File: src/hw/rtl/bpa_ram.sv
// bpa_ram: 256 x 8 link memory, one write port, one registered read port
// no dependencies
`default_nettype none
module bpa_ram (
  input  wire logic       clk,
  input  wire logic       we,
  input  wire logic [7:0] waddr,
  input  wire logic [7:0] wdata,
  input  wire logic [7:0] raddr,
  output logic      [7:0] rdata
);
  logic [7:0] mem [256];
  always_ff @(posedge clk) begin
    if (we) mem[waddr] <= wdata;
    rdata <= mem[raddr];
  end
endmodule
`default_nettype wire

File: config.mk
export PLATFORM = sky130hd
export DESIGN_NAME = bpa_ram
export DESIGN_NICKNAME = d
export VERILOG_FILES = /design/src/hw/rtl/bpa_ram.sv
export SDC_FILE = /design/constraint.sdc
export NUM_CORES = 2
export LEC_CHECK = 0
export ABC_AREA = 1
export BUFFER_PORTS_ARGS = -buffer_cell sky130_fd_sc_hd__buf_2
export CELL_PAD_IN_SITES_DETAIL_PLACEMENT = 0
export CELL_PAD_IN_SITES_GLOBAL_PLACEMENT = 2
export CORE_ASPECT_RATIO = 2
export CORE_MARGIN = 8
export CORE_UTILIZATION = 30
export DETAILED_ROUTE_END_ITERATION = 8
export PLACE_DENSITY = 0.56
export REMOVE_ABC_BUFFERS = 1
export SYNTH_ARGS = -nofsm -noshare
export SYNTH_HDL_FRONTEND = slang
export SYNTH_SLANG_ARGS = --single-unit
File: constraint.sdc
create_clock -name clk -period 3 [get_ports clk]
set_clock_uncertainty 0.15 [all_clocks]
set_input_delay 0.3 -clock clk [delete_from_list [all_inputs] [get_ports clk]]
set_output_delay 0.3 -clock clk [all_outputs]
set_load 0.02 [all_outputs]
* After elaboration in Yosys (flattened, before gate mapping)
Memories as Yosys holds them, arrays and structs flattened. A register that Yosys moved wholly into a read port is not among the register bits.
Index checks and enable logic that the tools add are counted.
** Storage, ports and cells
- Register bits after elaboration :: 0
- Memory bits (writable) :: 2048
- Bits of input ports :: 26
- Output and inout port bits :: 8
- Logic and storage cells :: 3
- Memories kept :: 1
** Cells by class
- Multiplexer cells :: 2
** Memory list
- mem :: words 256, bits a word 8, rd ports 1, clocked after memory_dff 1, write ports 1, RTL line 12 : logic [7:0] mem [256];
** Operators with widths (number)
- 1-bit two-way mux :: 2

* Longest topological paths before layout
- Depth after elaboration :: 2
- Mapped depth :: 15
- Mapped depth without buffers :: 11

* Worst setup path after synthesis
Ideal clock, no wire load.
- Path type :: in2reg
- Start :: input we
- End :: memory mem[162][0] (enable)
- Setup time :: 0.370 ns
- Arrival time :: 1.421 ns
- Data required time :: 2.480 ns
- Path slack :: 1.059 ns
- Cell stages on the path :: 4
- Path through :: clkbuf_1 > nand3_1 > clkbuf_1 > nor2_1
** Between the ends
- Cells in the longest elaborated chain, start to end :: 2
** RTL lines
- start: declaration :: RTL line 6 : input wire logic we,
- 1-bit two-way mux :: RTL line 14 : if (we) mem[waddr] <= wdata;
- 1-bit two-way mux (not written as such) :: RTL line 14
- end: declaration :: RTL line 12
No other way between the ends.

==> metrics.md <==
| Metric | Value |
|---|---|
| Worst VDD drop | `0.000468 V` |
| Clock buffer count from CTS | `200` |
| Reg clk slew, reported paths | `0.07 ns` |
| Busiest grt layer | `met2` |
| Ys async rst share | `0%` |
| Top Family by Delay on Critical Path | `simple AND/OR/NAND/NOR gates` |
| Drt drc | `0` |
| CP Capture Type | `flop` |
| Clock buffer depth | `4` |
| Number of synthesized flops with an enable pin | `2048` |
| Netlist Area Pre-Place | `83400 um^2` |
| Critical-path cell list | `buf_8 > inv_16 > buf_12 > buf_12 > nand2_1 > nand3_1 > nand3_1 > nand3_1 > nand3_1 > nand3_1 > nand3_1 > nand2_1 > nand2_1 > nand2_1` |
| Max-cap violations | `0` |
| Starting Density | `30.1%` |
| CTS tree | `yes` |
| M3 GR Usage | `1.87%` |
| Largest family of logic cells by synthesized area | `simple AND/OR/NAND/NOR gates` |
| Reg2reg setup slack | `0.64 ns` |
| Final wirelength | `289 mm` |
| Slowest cell on the critical path | `buf_12` |
| Worst skew pair latency | `0.86 ns` |
| FF+latch count, synth | `2056` |
| Final Wtd Congestion | `0.796` |
| Worst slack at placement | `-0.383 ns` |
| Vias in the first global route | `54700` |
| Setup crit start kind | `input pin` |
| CP dominant cell by count | `nand3_1` |
| Worst path arrival time | `3.07 ns` |
| DP HPWL | `183 mm` |
| Nets@finish | `7382` |
| Ys Warns | `0` |
| Post-synthesis adder-cell area fraction | `0%` |
| Die area | `296000 um^2` |
| DRT antenna net count | `0` |
| Slew @ Worst Pin | `1.36 ns` |
| Sequential fraction of the synthesis area | `73.9%` |
| Unrepaired setup endpoints after global routing | `false` |
| Status | `complete, no violations` |
| HP Class | `in2reg` |
| Max stage delay on crit path | `0.31 ns` |
| Cell Rows | `274` |
| Slew HR | `9.16%` |
| Fin. max-slew vios | `0` |
| Power per Cell Area | `626 nW/um^2` |
| Congestion Overflow GR | `0` |
| Postcts setup bufs | `0` |
| WP buf/inv | `4` |
| Yosys cell types | `14` |
| H-Tree Level Count | `4` |
| Most used DFF post-synth | `edfxtp_1` |
| Synth top area cells | `edfxtp_1 (74%), nand3_1 (12%), nand2_1 (9.6%)` |
| Post-synthesis cell count | `7003` |
| Global-route wire length before repair | `414 mm` |
| Inst Count DP | `10700` |
| Crit-path max FO | `54` |
| Worst Setup Slack, final | `0.573 ns` |
| Fmax achieved | `0.412 GHz` |
| Placed cell area | `91600 um^2` |
| Initial DRC count | `4105` |
| Worst EP required | `3.64 ns` |
| Post-Layout Cell Count | `11100` |
| Met1 Use GR | `24.6%` |
| Core ar. | `277000 um^2` |
| Final min period | `2.43 ns` |
| Layout Utilization | `35.4%` |
| Final setup fails | `0` |
| WS Path Type | `in2reg` |
| TritonRoute pass-1 iters | `6` |
| Commonest non-fill, non-tap cell in the layout | `nand2_1` |
| WL per Instance | `26.0 um` |
| Mean Syn Cell Area | `11.9 um^2` |
| Port bufs | `33` |
| Multiplexer area fraction after synthesis | `0%` |
| FILL cells | `27100` |
| Die Y-Extent | `762 um` |
| Largest net degree at the start of global routing | `100` |
| Vias/cell | `4.95` |
| GRT Overall Usage | `19.0%` |
| CTS sink count | `2056` |
| Area delta synth->final | `17.7%` |
| Most frequent cells in the layout | `nand2_1 (2110), edfxtp_1 (2048), nand3_1 (2019), buf_4 (477), nor2_1 (283)` |
| LEAKAGE | `0.0344 uW` |
| Simple-gate share of the synthesized area | `22.9%` |
| Fin area | `98100 um^2` |
| Total power | `61400 uW` |
| Synth Area in Compound Gates | `0%` |
| Root Buffer | `clkbuf_16` |
| Synth top area share | `73.7%` |
| Final period utilization | `80.9%` |
| Layout cells sized above 1 | `12.3%` |
| Initial antenna violation count | `10` |
| GR Util met2 | `33.6%` |
| XOR/XNOR share of the synthesized area | `0%` |
| Final-report hold violation count | `0` |
| Vias | `54900` |
| Die width | `389 um` |
| Io pins | `34` |
| Most area-hungry cell type in the Yosys netlist | `edfxtp_1` |
==> registers in the layout (all words and copies together), names as in the netlist <==
register	cells
rdata	8
mem	2048
==> final timing paths <==
kind,start,endpoint,cells past startpoint
max,raddr[0],rdata[4],14
min,waddr[5],mem[183][2],6
min reg2reg,mem[82][3],rdata[3],10
max reg2reg,mem[239][4],rdata[4],10
==> worst min-delay path, delay by kind of cell <==
kind / cells / cell delay [ns]
buffers and inverters: 2 / 0.32
AND/OR/NAND/NOR: 4 / 0.32
==> synthesized netlist by cell type (2+ instances only) <==
cell type  number
nand2_1      2123
edfxtp_1     2048
nand3_1      2019
nor2_1        283
buf_2         268
clkbuf_1      112
buf_4          46
buf_1          40
inv_1          36
buf_6          16
dfxtp_1         8
inv_2           2
==> repair_timing <==
| action | 4_1_cts | 5_1_grt |
|---|---|---|
| hold endpoints to repair | 1205 | 0 |
| gates resized for setup | 0 | 0 |
| hold buffers | 11 | 0 |
==> report_power, final <==
part           switching, uW  leakage, uW  total (uW)  internal (uW)
combinational           3180       0.0129        4350           1170
clock                  11100      0.00311       25300          14300
sequential              51.1       0.0185       31700          31600
==> layer usage <==
metal / wire [um] / vias up
met3: 10500 / 340
li1: - / 25500
met4: 9460 / 2
met5: 13 / -
met1: 123000 / 27900
met2: 146000 / 1147
==> cells by family (layout without fill, tap and decap cells) <==
group	after synthesis	after routing
simple gates	4425	4425
other cells	0	3
buf+inv	522	1024
flops	2056	2056
==> area by class of cell <==
class / count / area, um^2 / share of cell area, %
Sequential cell: 2056 / 61700 / 62.8
Multi-Input combinational cell: 4425 / 19200 / 19.5
Clock buffer: 243 / 5280 / 5.38
Clock inverter: 108 / 1080 / 1.10
Antenna cell: 3 / 7.51 / 0.00765
Inverter: 39 / 183 / 0.186
Tap cell: 3588 / 4490 / 4.58
Timing Repair Buffer: 634 / 6250 / 6.37
==> stage by stage <==
stage	TNS (ns)	hold slack, ns
3_5_place_dp	-1.80	0.582
3_3_place_gp	-1.92	0.588
4_1_cts	0	0.0316
2_1_floorplan	-24.74	0.249
5_1_grt	0	0.118
6_report	0	0.119
(Power assumes the default switching activity.)
